<file path="src/eic_pkg.sv">
// shared constants, codes and widths for the ipv4 receive classifier
package eic_pkg;

   localparam int MAX_FRAME = 2048;
   localparam int CNT_W     = $clog2(MAX_FRAME + 1);

   localparam int ETH_HDR       = 14;
   localparam int IP_MIN_HDR    = 20;
   localparam int TRANSPORT_MIN = 8;

   localparam logic [15:0] ET_ARP      = 16'h0806;
   localparam logic [15:0] ET_IPV4     = 16'h0800;
   localparam logic [7:0]  PROTO_ICMP  = 8'd1;
   localparam logic [7:0]  PROTO_TCP   = 8'd6;
   localparam logic [7:0]  PROTO_UDP   = 8'd17;
   localparam logic [7:0]  ICMP_ECHO   = 8'd8;
   localparam logic [15:0] DHCP_CLIENT = 16'd68;
   localparam logic [31:0] BROADCAST   = 32'hFFFF_FFFF;
   localparam logic [3:0]  IHL_MASK    = 4'hF;

   // frame offsets of the captured header fields
   localparam int POS_ET_HI  = 12;
   localparam int POS_ET_LO  = 13;
   localparam int POS_IHL    = 14;
   localparam int POS_TOT_HI = 16;
   localparam int POS_TOT_LO = 17;
   localparam int POS_PROTO  = 23;
   localparam int POS_SRC    = 26;
   localparam int POS_DST    = 30;

   typedef enum logic [2:0] {
      VERDICT_DROP = 3'd0,
      VERDICT_ARP  = 3'd1,
      VERDICT_ICMP = 3'd2,
      VERDICT_DHCP = 3'd3,
      VERDICT_DNS  = 3'd4,
      VERDICT_TCP  = 3'd5
   } verdict_type;

   typedef enum logic [1:0] {
      CSR_OWN_ADDRESS   = 2'd0,
      CSR_DHCP_RUNNING  = 2'd1,
      CSR_RESOLVER_PORT = 2'd2
   } csr_index_type;

   // per-frame capture state
   typedef struct packed {
      logic [CNT_W-1:0] count;
      logic [15:0]      ether_type;
      logic [5:0]       header_bytes;
      logic [15:0]      ip_total;
      logic [7:0]       ip_protocol;
      logic [31:0]      src_addr;
      logic [31:0]      dst_addr;
      logic [7:0]       transport_first;
      logic [15:0]      udp_port;
      logic [15:0]      udp_len;
   } frame_type;

endpackage

</file>
<file path="src/eth_ipv4_rx_classifier_unit.sv">
// ethernet ipv4 receive classifier top level
//
// usage
//  - req channel: one frame byte per word, req_last_byte marks the frame end;
//    a word is taken on a clock edge with req_valid and req_ready both high
//  - rsp channel: exactly one verdict word per frame, issued for its last byte;
//    no words for the other bytes
//  - csr port: own address (0), dhcp running (1), resolver port (2), written
//    on csr_write_enable; user writes only while the block is idle, unchecked
//  - throughput: one byte per cycle, frames back to back, unless rsp stalls
//  - result path: once the last byte is accepted into the input register,
//    the capture stage loads the snapshot, then the classify logic loads the
//    result register, which drives rsp_valid
//  - a finished frame snapshot waits in its own register, so the next frame
//    keeps streaming while a verdict is still held on the rsp side; bytes
//    stall only when a second last byte meets a full snapshot and result
//  - reset clears the capture state, all valid flags and the csr values;
//    no clearing pass, the block takes words on the first cycle after reset
//  - bytes beyond the frame maximum are ignored and the length saturates
module eth_ipv4_rx_classifier_unit (
   input  logic        clock,
   input  logic        reset,
   input  logic        req_valid,
   output logic        req_ready,
   input  logic [7:0]  req_frame_byte,
   input  logic        req_last_byte,
   output logic        rsp_valid,
   input  logic        rsp_ready,
   output logic [2:0]  rsp_verdict,
   output logic [31:0] rsp_source_address,
   output logic [6:0]  rsp_payload_offset,
   output logic [10:0] rsp_payload_length,
   output logic [15:0] rsp_dest_port,
   input  logic        csr_write_enable,
   input  logic [1:0]  csr_index,
   input  logic [31:0] csr_write_data
);
   import eic_pkg::*;

   // configuration registers
   logic [31:0] own_address_ff;
   logic        dhcp_running_ff;
   logic [15:0] resolver_port_ff;

   // input register
   logic        in_valid_ff;
   logic [7:0]  in_byte_ff;
   logic        in_last_ff;

   // capture state and finished-frame snapshot
   frame_type   frame_ff, frame_in;
   frame_type   snap_ff;
   logic        snap_valid_ff;

   // result register
   logic        rsp_valid_ff;
   logic [2:0]  verdict_ff, verdict_in;
   logic [31:0] source_ff, source_in;
   logic [6:0]  offset_ff, offset_in;
   logic [10:0] length_ff, length_in;
   logic [15:0] port_ff, port_in;

   // flow control
   logic out_free, snap_move, snap_free, in_move, req_take;

   assign out_free  = !rsp_valid_ff || rsp_ready;
   assign snap_move = snap_valid_ff && out_free;
   assign snap_free = !snap_valid_ff || out_free;
   // a non-final byte only updates the capture state, so it never waits
   assign in_move   = in_valid_ff && (!in_last_ff || snap_free);
   assign req_ready = !in_valid_ff || in_move;
   assign req_take  = req_valid && req_ready;

   always_ff @(posedge clock) begin
      if (reset) begin
         own_address_ff   <= '0;
         dhcp_running_ff  <= 1'b0;
         resolver_port_ff <= '0;
      end else if (csr_write_enable) begin
         case (csr_index)
            CSR_OWN_ADDRESS:   own_address_ff   <= csr_write_data;
            CSR_DHCP_RUNNING:  dhcp_running_ff  <= csr_write_data[0];
            CSR_RESOLVER_PORT: resolver_port_ff <= csr_write_data[15:0];
            default: ;
         endcase
      end
   end

   always_ff @(posedge clock) begin
      if (reset) begin
         in_valid_ff <= 1'b0;
      end else if (req_take) begin
         in_valid_ff <= 1'b1;
      end else if (in_move) begin
         in_valid_ff <= 1'b0;
      end
   end

   always_ff @(posedge clock) begin
      if (req_take) begin
         in_byte_ff <= req_frame_byte;
         in_last_ff <= req_last_byte;
      end
   end

   // field capture for the byte in the input register
   logic [CNT_W-1:0] pos;
   logic [CNT_W-1:0] t_pos;
   logic             pos_ok;

   always_comb begin
      frame_in = frame_ff;
      pos      = frame_ff.count;
      t_pos    = CNT_W'(ETH_HDR) + CNT_W'(frame_ff.header_bytes);
      pos_ok   = frame_ff.count < CNT_W'(MAX_FRAME);
      if (pos_ok) begin
         frame_in.count = frame_ff.count + CNT_W'(1);
         if (pos == CNT_W'(POS_ET_HI)) begin
            frame_in.ether_type[15:8] = in_byte_ff;
         end else if (pos == CNT_W'(POS_ET_LO)) begin
            frame_in.ether_type[7:0] = in_byte_ff;
         end else if (pos == CNT_W'(POS_IHL)) begin
            frame_in.header_bytes = {in_byte_ff[3:0] & IHL_MASK, 2'b00};
         end else if (pos == CNT_W'(POS_TOT_HI)) begin
            frame_in.ip_total[15:8] = in_byte_ff;
         end else if (pos == CNT_W'(POS_TOT_LO)) begin
            frame_in.ip_total[7:0] = in_byte_ff;
         end else if (pos == CNT_W'(POS_PROTO)) begin
            frame_in.ip_protocol = in_byte_ff;
         end else if (pos >= CNT_W'(POS_SRC) && pos < CNT_W'(POS_DST)) begin
            frame_in.src_addr = {frame_ff.src_addr[23:0], in_byte_ff};
         end else if (pos >= CNT_W'(POS_DST) && pos < CNT_W'(POS_DST + 4)) begin
            frame_in.dst_addr = {frame_ff.dst_addr[23:0], in_byte_ff};
         end
         // transport header, located by the header length seen so far
         if (pos > CNT_W'(POS_IHL)) begin
            if (pos == t_pos) begin
               frame_in.transport_first = in_byte_ff;
            end else if (pos == t_pos + CNT_W'(2)) begin
               frame_in.udp_port[15:8] = in_byte_ff;
            end else if (pos == t_pos + CNT_W'(3)) begin
               frame_in.udp_port[7:0] = in_byte_ff;
            end else if (pos == t_pos + CNT_W'(4)) begin
               frame_in.udp_len[15:8] = in_byte_ff;
            end else if (pos == t_pos + CNT_W'(5)) begin
               frame_in.udp_len[7:0] = in_byte_ff;
            end
         end
      end
   end

   always_ff @(posedge clock) begin
      if (reset) begin
         frame_ff <= '0;
      end else if (in_move) begin
         // a finished frame leaves for the snapshot and capture starts afresh
         frame_ff <= in_last_ff ? '0 : frame_in;
      end
   end

   always_ff @(posedge clock) begin
      if (reset) begin
         snap_valid_ff <= 1'b0;
      end else if (in_move && in_last_ff) begin
         snap_valid_ff <= 1'b1;
      end else if (snap_move) begin
         snap_valid_ff <= 1'b0;
      end
   end

   always_ff @(posedge clock) begin
      if (in_move && in_last_ff) begin
         snap_ff <= frame_in;
      end
   end

   // classification of the snapshot
   logic [15:0] len16, hb16, total, plen, ulen;
   logic        ip_ok, dst_ok;
   logic [2:0]  v;

   always_comb begin
      verdict_in = VERDICT_DROP;
      source_in  = '0;
      offset_in  = '0;
      length_in  = '0;
      port_in    = '0;
      v          = VERDICT_DROP;
      len16      = 16'(snap_ff.count - CNT_W'(ETH_HDR));
      hb16       = 16'(snap_ff.header_bytes);
      total      = (snap_ff.ip_total > len16) ? len16 : snap_ff.ip_total;
      plen       = total - hb16;
      ulen       = (snap_ff.udp_len > plen) ? plen : snap_ff.udp_len;
      ip_ok      = snap_ff.ether_type == ET_IPV4 && len16 >= 16'(IP_MIN_HDR) &&
                   hb16 >= 16'(IP_MIN_HDR) && hb16 <= len16;
      dst_ok     = snap_ff.dst_addr == own_address_ff || snap_ff.dst_addr == BROADCAST ||
                   dhcp_running_ff;
      if (snap_ff.count >= CNT_W'(ETH_HDR)) begin
         if (snap_ff.ether_type == ET_ARP) begin
            verdict_in = VERDICT_ARP;
            offset_in  = 7'(ETH_HDR);
            length_in  = len16[10:0];
         end else if (ip_ok && total >= hb16 && dst_ok) begin
            if (snap_ff.ip_protocol == PROTO_ICMP) begin
               if (plen >= 16'(TRANSPORT_MIN) && snap_ff.transport_first == ICMP_ECHO) begin
                  v         = VERDICT_ICMP;
                  length_in = plen[10:0];
               end
            end else if (snap_ff.ip_protocol == PROTO_UDP) begin
               if (plen >= 16'(TRANSPORT_MIN)) begin
                  if (snap_ff.udp_port == DHCP_CLIENT && dhcp_running_ff) begin
                     v = VERDICT_DHCP;
                  end else if (snap_ff.udp_port == resolver_port_ff) begin
                     v = VERDICT_DNS;
                  end
                  if (v != VERDICT_DROP) begin
                     length_in = ulen[10:0];
                     port_in   = snap_ff.udp_port;
                  end
               end
            end else if (snap_ff.ip_protocol == PROTO_TCP) begin
               v         = VERDICT_TCP;
               length_in = plen[10:0];
            end
            if (v != VERDICT_DROP) begin
               verdict_in = v;
               source_in  = snap_ff.src_addr;
               offset_in  = 7'(ETH_HDR) + 7'(snap_ff.header_bytes);
            end
         end
      end
   end

   always_ff @(posedge clock) begin
      if (reset) begin
         rsp_valid_ff <= 1'b0;
      end else if (snap_move) begin
         rsp_valid_ff <= 1'b1;
      end else if (rsp_ready) begin
         rsp_valid_ff <= 1'b0;
      end
   end

   always_ff @(posedge clock) begin
      if (snap_move) begin
         verdict_ff <= verdict_in;
         source_ff  <= source_in;
         offset_ff  <= offset_in;
         length_ff  <= length_in;
         port_ff    <= port_in;
      end
   end

   assign rsp_valid          = rsp_valid_ff;
   assign rsp_verdict        = verdict_ff;
   assign rsp_source_address = source_ff;
   assign rsp_payload_offset = offset_ff;
   assign rsp_payload_length = length_ff;
   assign rsp_dest_port      = port_ff;

endmodule

</file>
<file path="config.mk">
export PLATFORM = sky130hd
export DESIGN_NAME = eth_ipv4_rx_classifier_unit
export DESIGN_NICKNAME = d
export VERILOG_FILES = /design/src/eic_pkg.sv /design/src/eth_ipv4_rx_classifier_unit.sv
export SDC_FILE = /design/constraint.sdc
export NUM_CORES = 1
export LEC_CHECK = 0
export BUFFER_PORTS_ARGS = -buffer_cell sky130_fd_sc_hd__buf_2
export CAP_MARGIN = 20
export CORE_UTILIZATION = 40
export DETAILED_ROUTE_END_ITERATION = 16
export MAX_ROUTING_LAYER = met4
export PLACE_DENSITY = 0.59
export SETUP_SLACK_MARGIN = 0.15
export SYNTH_ARGS = -nofsm -noshare
export SYNTH_HDL_FRONTEND = slang
export SYNTH_SLANG_ARGS = --single-unit
</file>
<file path="constraint.sdc">
create_clock -name clock -period 12.9 [get_ports clock]
set_input_delay 2.58 -clock clock [delete_from_list [all_inputs] [get_ports clock]]
set_output_delay 2.58 -clock clock [all_outputs]
set_load 0.03 [all_outputs]
</file>
Word-level counts from Yosys, hierarchy flattened
Cells that the tools add are included.
{"block": "totals", "regBits": 454, "elab_cells": 186}
{"block": "classes", "n_addsub": 9, "order_cmp": 14, "n_eq_ne": 23, "n_mux": 65, "n_bitwise": 6, "reduce_logical": 34}
{"cell": "162-bit 2-to-1 mux", "n": 2}
{"cell": "32-bit 2-to-1 mux", "n": 4}
{"cell": "102-bit 2-to-1 mux", "n": 1}
{"cell": "11-bit 2-to-1 mux", "n": 9}
{"cell": "94-bit 2-to-1 mux", "n": 1}
{"cell": "8-bit 2-to-1 mux", "n": 11}
{"cell": "88-bit 2-to-1 mux", "n": 1}
{"cell": "80-bit 2-to-1 mux", "n": 1}
{"cell": "72-bit 2-to-1 mux", "n": 1}
{"cell": "64-bit 2-to-1 mux", "n": 1}
{"cell": "12-bit by 8-bit == test with 1-bit output", "n": 4}
{"cell": "3-bit 2-to-1 mux", "n": 15}
{"cell": "40-bit 2-to-1 mux", "n": 1}
{"cell": "12-bit by 4-bit == test with 1-bit output (second input constant)", "n": 3}
{"cell": "12-bit by 5-bit == test with 1-bit output (second input constant)", "n": 3}
{"cell": "16-bit by 12-bit == test with 1-bit output (second input constant)", "n": 2}
{"cell": "32-bit == test", "n": 1}
{"cell": "32-bit == test (second input constant)", "n": 1}
{"cell": "16-bit greater-than comparator", "n": 2}
{"cell": "16-bit 2-to-1 mux", "n": 2}
{"cell": "12-bit by 5-bit greater-or-equal comparator with 1-bit output (second input constant)", "n": 2}
{"cell": "24-bit 2-to-1 mux", "n": 1}
{"cell": "7-bit by 2-bit adder with 8-bit output (second input constant)", "n": 2}
{"cell": "7-bit by 3-bit adder with 8-bit output (second input constant)", "n": 2}
{"cell": "37 further kinds", "n": 78}

Depth between registers and ports, before layout
Gate-level depths: netlist (run 1).
{"block": "logic_depth", "ltp_word": 21, "ltp_mapped": 34, "ltp_nobuf": 31}

Least setup slack after synthesis (run 1)
No wires, ideal clock.
{"block": "synth_timing", "kind": "input port to flip-flop", "from": "in rsp_ready", "to": "reg snap_ff, in the netlist hb16[0] (enable)", "arrival_ns": 10.038, "required_time_ns": 12.210, "slack_ns": 2.173, "cell_stages": 6, "path_cell_list": "inv_1 > and3_1 > nand2_1 > nand2_1 > clkbuf_1 > nor2_1"}
{"block": "synth_via", "elab_chain_len": 5}
{"element": "from (decl)", "line": "eth_ipv4_rx_classifier_unit.sv:28", "text": "input logic rsp_ready,"}
{"element": "1-bit logical OR", "line": "eth_ipv4_rx_classifier_unit.sv:66", "text": "assign out_free = !rsp_valid_ff || rsp_ready;"}
{"element": "1-bit logical OR", "line": "eth_ipv4_rx_classifier_unit.sv:68", "text": "assign snap_free = !snap_valid_ff || out_free;"}
{"element": "1-bit logical OR", "line": "eth_ipv4_rx_classifier_unit.sv:70", "text": "assign in_move = in_valid_ff && (!in_last_ff || snap_free);"}
{"element": "1-bit logical AND", "line": "eth_ipv4_rx_classifier_unit.sv:70"}
{"element": "1-bit logical AND", "line": "eth_ipv4_rx_classifier_unit.sv:172", "text": "if (in_move && in_last_ff) begin"}
{"element": "to (signal assigned)", "line": "eth_ipv4_rx_classifier_unit.sv:173", "text": "snap_ff <= frame_in;"}
{"element": "to (decl)", "line": "eth_ipv4_rx_classifier_unit.sv:52", "text": "frame_type snap_ff;"}
Every way passes these cells.
A chain may end at the register's enable or synchronous reset.

Worst setup path in the final report (run 1)
{"block": "layout_timing", "from": "reg snap_ff[151] (netlist name)", "to": "reg length_ff[1], in the netlist rsp_payload_length[1] (data pin)"}
{"block": "layout_via", "elab_chain_len": 12}
{"element": "12-bit by 4-bit subtractor with 13-bit output", "line": "eth_ipv4_rx_classifier_unit.sv:189", "text": "len16 = 16'(snap_ff.count - CNT_W'(ETH_HDR));"}
{"element": "16-bit greater-than comparator", "line": "eth_ipv4_rx_classifier_unit.sv:191", "text": "total = (snap_ff.ip_total > len16) ? len16 : snap_ff.ip_total;"}
{"element": "16-bit 2-to-1 mux", "line": "eth_ipv4_rx_classifier_unit.sv:191"}
{"element": "16-bit by 6-bit subtractor with 16-bit output", "line": "eth_ipv4_rx_classifier_unit.sv:192", "text": "plen = total - hb16;"}
{"element": "16-bit greater-than comparator", "line": "eth_ipv4_rx_classifier_unit.sv:193", "text": "ulen = (snap_ff.udp_len > plen) ? plen : snap_ff.udp_len;"}
{"element": "11-bit 2-to-1 mux", "line": "eth_ipv4_rx_classifier_unit.sv:193"}
{"element": "11-bit 2-to-1 mux", "line": "eth_ipv4_rx_classifier_unit.sv:216", "text": "if (v != VERDICT_DROP) begin"}
{"element": "11-bit 2-to-1 mux", "line": "eth_ipv4_rx_classifier_unit.sv:210", "text": "if (plen >= 16'(TRANSPORT_MIN)) begin"}
{"element": "11-bit 2-to-1 mux", "line": "eth_ipv4_rx_classifier_unit.sv:209", "text": "end else if (snap_ff.ip_protocol == PROTO_UDP) begin"}
{"element": "11-bit 2-to-1 mux", "line": "eth_ipv4_rx_classifier_unit.sv:204", "text": "if (snap_ff.ip_protocol == PROTO_ICMP) begin"}
{"element": "11-bit 2-to-1 mux", "line": "eth_ipv4_rx_classifier_unit.sv:203", "text": "end else if (ip_ok && total >= hb16 && dst_ok) begin"}
{"element": "11-bit 2-to-1 mux", "line": "eth_ipv4_rx_classifier_unit.sv:199", "text": "if (snap_ff.ether_type == ET_ARP) begin"}
{"element": "to (signal assigned)", "line": "eth_ipv4_rx_classifier_unit.sv:249", "text": "length_ff <= length_in;"}
{"element": "to (decl)", "line": "eth_ipv4_rx_classifier_unit.sv:60", "text": "logic [10:0] length_ff, length_in;"}
Parallel ways exist; a longest one is shown, timed or not.

==> results of run 1 <==
sequential cells by signal, indices dropped and copies added, names as in the netlist:
| name | cells |
|---|---|
| rsp_verdict | 3 |
| dhcp_running_ff | 1 |
| in_byte_ff | 8 |
| hb16 | 6 |
| snap_valid_ff | 1 |
| frame_ff | 150 |
| in_valid_ff | 1 |
| in_last_ff | 1 |
| rsp_payload_offset | 7 |
| rsp_source_address | 32 |
| rsp_payload_length | 11 |
| snap_ff | 156 |
| rsp_valid | 1 |
| own_address_ff | 32 |
| rsp_dest_port | 16 |
| resolver_port_ff | 16 |
| pos | 12 |
power groups by stage:
stage	logic [mW]	clock network, mW	registers, mW
floorplan	0.108	0	1.59
global placement	0.162	0	1.61
detailed placement	0.164	0	1.61
CTS	0.165	1.45	1.57
global route	0.181	1.50	1.58
finish	0.165	1.41	1.57
area by class of cell:
type                       instances  area [um2]
clock buffer                      65        1370
clock inverter                    23         256
fill                            4787       27800
inverter                          35         131
multi-input combinational       1279        8880
sequential                       454       11500
tap                              680         851
timing repair buffer             132         714
cells by family after synthesis:
family                     Yosys count
and+or+nand+nor                    585
muxes                              161
AOI/OAI and AO/OA                  367
buffers and inverters              149
DFF                                454
adders and majority gates           56
xor gates and xnor gates           110
per-stage QoR:
| step | worst slack [ps] | area (um2) | cells |
|---|---|---|---|
| final | 4240 | 23700 | 2668 |
| after global routing | 3590 | 23700 | 2668 |
| after CTS | 4320 | 23700 | 2667 |
| after detailed placement | 4340 | 22000 | 2579 |
| after global placement | 4550 | 22000 | 2579 |
| after floorplan | 2170 | 20900 | 1882 |
per-layer routing:
metal / share of wire, % / up-vias
li1: - / 7036
met1: 45 / 7291
met2: 48 / 275
met3: 3.3 / 85
met4: 3.0 / 0
met5: 0 / -
Yosys cell counts (7+ instances only):
library cell | count | area (um2)
a21oi_1 | 94 | 470
a22oi_1 | 130 | 976
a2bb2oi_1 | 8 | 70.1
a31oi_1 | 9 | 56.3
a32oi_1 | 20 | 175
and2_1 | 56 | 350
and3_1 | 7 | 43.8
buf_1 | 7 | 26.3
buf_2 | 9 | 45.0
clkbuf_1 | 93 | 349
dfxtp_1 | 214 | 4280
edfxtp_1 | 240 | 7210
ha_1 | 55 | 688
inv_1 | 34 | 128
mux2_1 | 10 | 113
mux2_2 | 142 | 1600
mux2i_1 | 8 | 80.1
nand2_1 | 148 | 556
nand2b_1 | 10 | 62.6
nand3_1 | 20 | 100
nand4_1 | 28 | 175
nor2_1 | 206 | 773
nor2b_1 | 10 | 62.6
nor3_1 | 26 | 130
nor4_1 | 25 | 156
nor4b_1 | 7 | 61.3
o21ai_0 | 37 | 185
o2bb2ai_1 | 8 | 70.1
or3_1 | 7 | 43.8
xnor2_1 | 32 | 280
xor2_1 | 78 | 683
worst max-delay path, delay by kind of cell, from the launching register on:
| kind | cells | cell delay [ps] |
|---|---|---|
| and+or+nand+nor | 7 | 1720 |
| AOI/OAI and AO/OA | 12 | 2670 |
| xor gates and xnor gates | 2 | 660 |
| adders and majority gates | 4 | 1490 |
| muxes | 2 | 650 |
| DFF | 1 | 630 |
| buffers and inverters | 2 | 540 |
final timing paths:
check        slack (ps)                startpoint                                   to
max reg2reg        4240    snap_ff[151]$_DFFE_PP_  rsp_payload_length[1]$_SDFFCE_PP0P_
max                4240    snap_ff[151]$_DFFE_PP_  rsp_payload_length[1]$_SDFFCE_PP0P_
min reg2reg         460  frame_ff[9]$_SDFFE_PP0P_             frame_ff[9]$_SDFFE_PP0P_
min                 460  frame_ff[9]$_SDFFE_PP0P_             frame_ff[9]$_SDFFE_PP0P_
==> out/metrics.csv, run 1 <==
metric,value,unit
grt_pass1_vias,14700,
firstDrtPassIters,5,
grt_overflow,0,
setup_viol_count_final,0,
hold_depth,1,
reg2reg_depth,29,
cp_slowest_cell,edfxtp_1,
ys_types,79,
clock_power_share,44.8,%
final_cell_mix,"edfxtp_1 (240), dfxtp_1 (214), nor2_1 (204), nand2_1 (147), mux2_2 (142)",
ctsResizeCount,0,
cts_buffers,47,
p_int,2.42,mW
critPathMostFrequentCell,ha_1,
initial_utilization,40.6,%
final_common_cell,edfxtp_1,
swShare,23.3,%
viasPerCell,5.50,
endpoint_kind,flop,
die_x,231,um
crit_type,reg2reg,
hold_viol,0,
synthMuxAreaShare,8.63,%
synthAdderAreaFrac,3.39,%
ant_nets,0,
fin_total_pwr,3.15,mW
yosys_most_used_dff,edfxtp_1,
clk_latency,600,ps
use_met3,2.48,%
drive_gt1_share,19.2,%
crit_required,13210,ps
clock_sinks,454,
grt_start_max_net_pins,126,
seq_area_frac_synth,54.9,%
fin_crit_sh,67.2,%
crit_fanout,31,
p_switching,0.735,mW
antenna_found_initial,0,
drt_iter0_markers,988,
core.rowCount,83,
power_leakage,8.88,nW
vias,14700,
core,51500,um2
grt_usage,21.2,%
skew,25.9,ps
gp_congestion,0.918,
wl,55100,um
drc,0,
final_nets,2053,
pin_count,119,
report.final.slew_viol_count,0,
hp-class,reg2reg,
cts_hold_buf,0,
cts.htree.levels,2,
busiest_layer,met2,
tritoncts,done,
grt_use_met1,27.2,%
max_stage_delay,630,ps
min_period,8660,ps
utilization,46.0,%
syn-cell-area,20900,um2
ir_drop,0.0973,mV
p_per_area,133,nW/um2
finalSetupTns,0,ps
ys_ff_latch,454,
outcome,finished clean,
dp_hpwl,36800,um
synth_cells,1882,
combPwrFrac,5.2,%
grt_setup_unrepaired,no,
root_buffer,clkbuf_16,
clk_path_buf_depth,3,
avgSynthCellArea,11.1,um2
syn2layout_area_growth,13.3,%
antennaDiodeCount,0,
cp.arrival,8980,ps
grt_util_met2,34.6,%
synth_top_family_by_area,simple AND/OR/NAND/NOR gates,
cts.clk_slew.worst_paths,60,ps
post_cts_buffers,0,
synth_compound_area_share,12.0,%
grt_pass1_wl,85200,um
yosys_warnings,0,
seqPwrFrac,49.9,%
syn_nets,1986,
crit_path_start_kind,flop,
maxCapViolCount,0,
tightest_slew,1140,ps
ys_async_sr_fraction,0,%
synth-xor-area-share,4.61,%
max_slew_margin,23.9,%
die_h,231,um
routedWlPerCell,20.7,um
synth_edf_count,240,
fmax,115,MHz
timing.hold.ws,464,ps
port_buffers,118,
die-area,53200,um2
synth-simple-area-share,13.6,%
(Power assumes the default switching activity.)
==> run 2: changes to the inputs <==
PLACE_DENSITY = 0.61   (was 0.59)
clock period = 7.19 ns   (was 12.9 ns; I/O delays follow)
==> out/metrics.csv, run 2 (synthesized netlist as in run 1, its figures left out) <==
metric,value,unit,change
final_common_cell,edfxtp_1,,unchanged
cts.htree.levels,2,,unchanged
grt_start_max_net_pins,134,,was 126
grt_pass1_vias,14700,,about the same
reg2reg_depth,30,,was 29
top_regs,"snap_ff x156, frame_ff x150",,unchanged
report.final.slew_viol_count,0,,unchanged
clk_latency,580,ps,was 600 ps
die-area,53200,um2,unchanged
finalSetupTns,0,ps,unchanged
die_x,231,um,unchanged
hold_viol,0,,unchanged
root_buffer,clkbuf_16,,unchanged
final_cell_mix,"edfxtp_1 (240), dfxtp_1 (214), nor2_1 (200), nand2_1 (145), mux2_2 (141)",,"was edfxtp_1 (240), dfxtp_1 (214), nor2_1 (204), nand2_1 (147), mux2_2 (142)"
hp-class,reg2reg,,unchanged
fillers,4839,,was 4787
dr_wl_met2,26500,um,was 26700 um
power_leakage,9.05,nW,was 8.88 nW
p_per_area,227,nW/um2,was 133 nW/um2
crit_required,7510,ps,was 13210 ps
final_nets,2095,,was 2053
port_buffers,118,,unchanged
timing.hold.ws,468,ps,was 464 ps
reg2reg_slack,430,ps,was 4240 ps
p_switching,1.26,mW,was 0.735 mW
drt_iter0_markers,1070,,was 988
layout_setup_ws,428,ps,was 4240 ps
combPwrFrac,6.0,%,was 5.2%
ir_drop,0.204,mV,was 0.0973 mV
p_int,4.20,mW,was 2.42 mW
fin_crit_sh,94.0,%,was 67.2%
place_ws,-44.5,ps,was 4340 ps
grt_pass1_wl,83900,um,was 85200 um
hold_path_end,resolver_port_ff[2]$_SDFFE_PP0P_,,was frame_ff[9]$_SDFFE_PP0P_
dp_hpwl,36200,um,was 36800 um
vias,14900,,was 14700
gp_congestion,0.936,,was 0.918
initial_utilization,40.6,%,unchanged
tightest_slew,1150,ps,was 1140 ps
endpoint_kind,flop,,unchanged
skew,16.4,ps,was 25.9 ps
grt_setup_unrepaired,no,,unchanged
maxCapViolCount,0,,unchanged
swShare,23.1,%,was 23.3%
cts_buffers,46,,was 47
largest_reg_flops,156,,unchanged
seqPwrFrac,51.6,%,was 49.9%
tritoncts,done,,unchanged
r2r_start,snap_ff[157]$_DFFE_PP_,,was snap_ff[151]$_DFFE_PP_
die_h,231,um,unchanged
drive_gt1_share,22.0,%,was 19.2%
min_from,resolver_port_ff[2]$_SDFFE_PP0P_,,was frame_ff[9]$_SDFFE_PP0P_
ant_nets,0,,unchanged
clk_path_buf_depth,3,,unchanged
crit_path_start_kind,flop,,unchanged
max_stage_delay,430,ps,was 630 ps
wl,54400,um,was 55100 um
firstDrtPassIters,5,,unchanged
crit_type,reg2reg,,unchanged
grt_usage,20.8,%,was 21.2%
clock_sinks,454,,unchanged
viasPerCell,5.51,,was 5.50
clock_power_share,42.4,%,was 44.8%
pin_count,119,,unchanged
min_period,6760,ps,was 8660 ps
drc,0,,unchanged
cts.clk_slew.worst_paths,60,ps,about the same
core,51500,um2,unchanged
crit_fanout,5,,was 31
r2r_end,rsp_payload_length[4]$_SDFFCE_PP0P_,,was rsp_payload_length[1]$_SDFFCE_PP0P_
antenna_found_initial,0,,unchanged
setup_viol_count_final,0,,unchanged
cp_slowest_cell,edfxtp_1,,unchanged
fmax,148,MHz,was 115 MHz
max_slew_margin,23.6,%,was 23.9%
routedWlPerCell,20.1,um,was 20.7 um
hold_depth,2,,was 1
grt_overflow,0,,unchanged
core.rowCount,83,,unchanged
routed.top_layer,met4,,unchanged
routed-wl-met3,2130,um,was 1810 um
syn2layout_area_growth,15.3,%,was 13.3%
drt-met1-wl,24100,um,was 25000 um
cp.arrival,7080,ps,was 8980 ps
outcome,finished clean,,unchanged
top_register,snap_ff,,unchanged
-- run 2: cell count changes in the layout (fill, tap and decap cells not counted), sizes merged --
cell    before  now
inv         40   37
a22oi      131  132
clkbuf      65   75
clkinv      14    6
diode        0    1
buf        132  174
bufinv       4    0
-- run 2: worst max path at each step --
stage / startpoint / endpoint / slack [ps] / cells after the start
after floorplan: snap_ff[156]$_DFFE_PP_ / rsp_payload_length[1]$_SDFFCE_PP0P_ / 150 / 31
after global placement: snap_ff[157]$_DFFE_PP_ / rsp_payload_length[1]$_SDFFCE_PP0P_ / 130 / 29
after detailed placement: snap_ff[157]$_DFFE_PP_ / rsp_payload_length[1]$_SDFFCE_PP0P_ / -40 / 29
after CTS: snap_ff[157]$_DFFE_PP_ / rsp_payload_length[1]$_SDFFCE_PP0P_ / 160 / 30
after global routing: snap_ff[157]$_DFFE_PP_ / rsp_payload_length[4]$_SDFFCE_PP0P_ / 90 / 32
final: snap_ff[157]$_DFFE_PP_ / rsp_payload_length[4]$_SDFFCE_PP0P_ / 430 / 30
-- run 2: power groups by stage --
| stage | Clock, mW | Combinational, mW | Sequential [mW] |
|---|---|---|---|
| 6_report | 2.32 | 0.327 | 2.82 |
| 5_1_grt | 2.46 | 0.357 | 2.82 |
| 4_1_cts | 2.37 | 0.306 | 2.82 |
| 3_5_place_dp | 0 | 0.303 | 2.88 |
| 3_3_place_gp | 0 | 0.300 | 2.88 |
| 2_1_floorplan | 0 | 0.194 | 2.86 |
-- run 2: stage by stage --
stage | instances | util, % | cell area [um2] | total power, mW
3_5_place_dp | 2607 | 43.2 | 22300 | 3.18
2_1_floorplan | 1882 | - | 20900 | 3.05
6_report | 2707 | 46.8 | 24100 | 5.46
4_1_cts | 2691 | 46.2 | 23800 | 5.50
5_1_grt | 2706 | 46.8 | 24100 | 5.64
3_3_place_gp | 2607 | 43.2 | 22300 | 3.18
-- run 2: area by class of cell --
class	count	area (um2)	share of cell area (%)
Tap cell	680	851	3.53
Multi-Input combinational cell	1280	9120	37.8
Inverter	35	131	0.545
Clock buffer	75	1400	5.82
Clock inverter	8	56.3	0.233
Antenna cell	1	2.50	0.0104
Timing Repair Buffer	174	1060	4.38
Sequential cell	454	11500	47.6
-- run 2: routing by layer --
layer  vias to the layer above  track usage [%]
met4                         0             7.37
li1                       7126                -
met2                       311             34.1
met3                        84             2.67
met1                      7406             26.3
met5                         -                -
-- run 2: timing repair --
action | in CTS | in global routing
gates resized for setup | 9 | 43
hold buffers | 0 | 0
setup endpoints to repair | 11 | 68
buffers inserted | 0 | 15
gates cloned | 1 | 0
pin swaps | 2 | 31
-- run 2: worst max-delay path: cells and delay by family, from the launching register on --
kind	cells	cell delay (ps)
compound gates	10	2200
mux	2	550
fa+ha+maj	3	1010
simple gates	12	1920
buf+inv	3	410
flops	1	430
==> run 3: changes to the inputs <==
PLACE_DENSITY = 0.59   (was 0.61)
TNS_END_PERCENT = 10   (was default)
clock period = 7.7 ns   (was 7.19 ns; I/O delays follow)
==> out/metrics.csv, run 3 (synthesized netlist as in run 1, its figures left out) <==
metric,value,unit,change
setup_viol_count_final,0,,unchanged
critPathMostFrequentCell,ha_1,,
max_slew_margin,29.1,%,was 23.6%
ant_nets,0,,unchanged
grt_overflow,0,,unchanged
crit_required,8010,ps,was 7510 ps
crit_buf_inv,1,,was 3
finalSetupTns,0,ps,unchanged
min_period,7090,ps,was 6760 ps
p_int,3.98,mW,was 4.20 mW
power_leakage,8.95,nW,was 9.05 nW
top_regs,"snap_ff x156, frame_ff x150",,unchanged
clk_latency,580,ps,about the same
crit_family,compound AO/OA/AOI/OAI gates,,unchanged
cts.htree.levels,2,,unchanged
reg2reg_slack,610,ps,was 430 ps
root_buffer,clkbuf_16,,unchanged
fmax,141,MHz,was 148 MHz
crit_type,reg2reg,,unchanged
die_h,231,um,unchanged
wl,53600,um,was 54400 um
viasPerCell,5.51,,about the same
drc,0,,unchanged
placedCellCount,2591,,was 2607
antenna_found_initial,0,,unchanged
clk_path_buf_depth,3,,unchanged
endpoint_kind,flop,,unchanged
core.rowCount,83,,unchanged
routedWlPerCell,19.9,um,was 20.1 um
cts_buffers,47,,was 46
combPwrFrac,5.5,%,was 6.0%
initial_utilization,40.6,%,unchanged
tightest_slew,1060,ps,was 1150 ps
gp_congestion,0.949,,was 0.936
pin_count,119,,unchanged
swShare,23.2,%,was 23.1%
largest_reg_flops,156,,unchanged
cp.arrival,7400,ps,was 7080 ps
grt_usage,20.5,%,was 20.8%
max_stage_delay,580,ps,was 430 ps
antennaDiodeCount,0,,was 1
hp-class,reg2reg,,unchanged
final_cell_mix,"edfxtp_1 (240), dfxtp_1 (214), nor2_1 (201), nand2_1 (147), mux2_2 (142)",,"was edfxtp_1 (240), dfxtp_1 (214), nor2_1 (200), nand2_1 (145), mux2_2 (141)"
report.final.slew_viol_count,0,,unchanged
p_switching,1.20,mW,was 1.26 mW
core,51500,um2,unchanged
p_per_area,217,nW/um2,was 227 nW/um2
top_register,snap_ff,,unchanged
crit_fanout,6,,was 5
grt_pass1_vias,14500,,was 14700
firstDrtPassIters,6,,was 5
maxCapViolCount,0,,unchanged
drive_gt1_share,20.3,%,was 22.0%
crit_path_start_kind,flop,,unchanged
drt_iter0_markers,998,,was 1070
outcome,finished clean,,unchanged
syn2layout_area_growth,14.0,%,was 15.3%
port_buffers,118,,unchanged
tritoncts,done,,unchanged
die_x,231,um,unchanged
cts_hold_buf,0,,unchanged
seqPwrFrac,50.8,%,was 51.6%
hold_viol,0,,unchanged
grt_pass1_wl,82700,um,was 83900 um
final_common_cell,edfxtp_1,,unchanged
fin_crit_sh,92.1,%,was 94.0%
cts.clk_slew.worst_paths,60,ps,about the same
final_nets,2076,,was 2095
dp_hpwl,35700,um,was 36200 um
fin_total_pwr,5.18,mW,was 5.46 mW
vias,14800,,was 14900
die-area,53200,um2,unchanged
cp_slowest_cell,or4_4,,was edfxtp_1
clock_power_share,43.7,%,was 42.4%
grt_start_max_net_pins,128,,was 134
fin_cells,2691,,was 2707
ir_drop,0.215,mV,was 0.204 mV
timing.hold.ws,462,ps,was 468 ps
fillers,4771,,was 4839
grt_setup_unrepaired,no,,unchanged
clock_sinks,454,,unchanged
skew,20.0,ps,was 16.4 ps
## run 3: cell types whose count changed in the layout (fill, tap and decap cells not counted), sizes merged
cell,before,now
inv,37,40
diode,1,0
clkbuf,75,71
clkinv,6,8
bufinv,0,3
clkinvlp,0,1
buf,174,154
## run 3: timing repair
item,in CTS,in global routing
endpoints found under the setup margin,0,11
setup buffers,0,10
resized for setup,0,13
## run 3: final timing paths
path	from	depth (start not counted)	to
worst max-delay path	snap_ff[157]$_DFFE_PP_	31	rsp_payload_length[1]$_SDFFCE_PP0P_
worst min-delay path	frame_ff[15]$_SDFFE_PP0P_	1	frame_ff[15]$_SDFFE_PP0P_
worst max register to register	snap_ff[157]$_DFFE_PP_	31	rsp_payload_length[1]$_SDFFCE_PP0P_
worst min register to register	frame_ff[15]$_SDFFE_PP0P_	1	frame_ff[15]$_SDFFE_PP0P_
## run 3: stage by stage
| step | worst slack (ps) | util (%) | instance area [um2] |
|---|---|---|---|
| finish | 605 | 46.3 | 23900 |
| global route | 144 | 46.3 | 23900 |
| CTS | 207 | 46.0 | 23700 |
| detailed placement | 202 | 43.0 | 22200 |
| global placement | 311 | 43.0 | 22100 |
| floorplan | 494 | - | 20900 |
## run 3: final cells by class
| type | count | area, um2 | area share, % |
|---|---|---|---|
| inverter | 35 | 131 | 0.551 |
| clock buffer | 71 | 1340 | 5.61 |
| timing repair buffer | 154 | 896 | 3.76 |
| multi-input combinational | 1280 | 8950 | 37.5 |
| clock inverter | 17 | 191 | 0.803 |
| tap | 680 | 851 | 3.57 |
| sequential | 454 | 11500 | 48.2 |
## run 3: power by group through the flow
stage          sequential (mW)  combinational, mW  clock (mW)
6_report                  2.63              0.283        2.26
3_5_place_dp              2.69              0.277           0
3_3_place_gp              2.69              0.273           0
5_1_grt                   2.64              0.312        2.41
2_1_floorplan             2.67              0.181           0
4_1_cts                   2.64              0.278        2.32
## run 3: worst reg2reg max path, delay by kind of cell (launching register included)
family,cells,cell delay (ps)
AOI/OAI and AO/OA,14,2650
xor gates and xnor gates,1,280
adders and majority gates,4,1190
buffers and inverters,1,200
DFF,1,450
muxes,1,270
and+or+nand+nor,10,1800
## run 3: routing by layer
metal	GRT usage (%)	part of all wire, %	up-vias
met5	-	0	-
met1	26.1	44	7334
li1	-	-	7086
met4	7.95	3.6	0
met2	32.9	48	313
met3	3.17	4.5	89
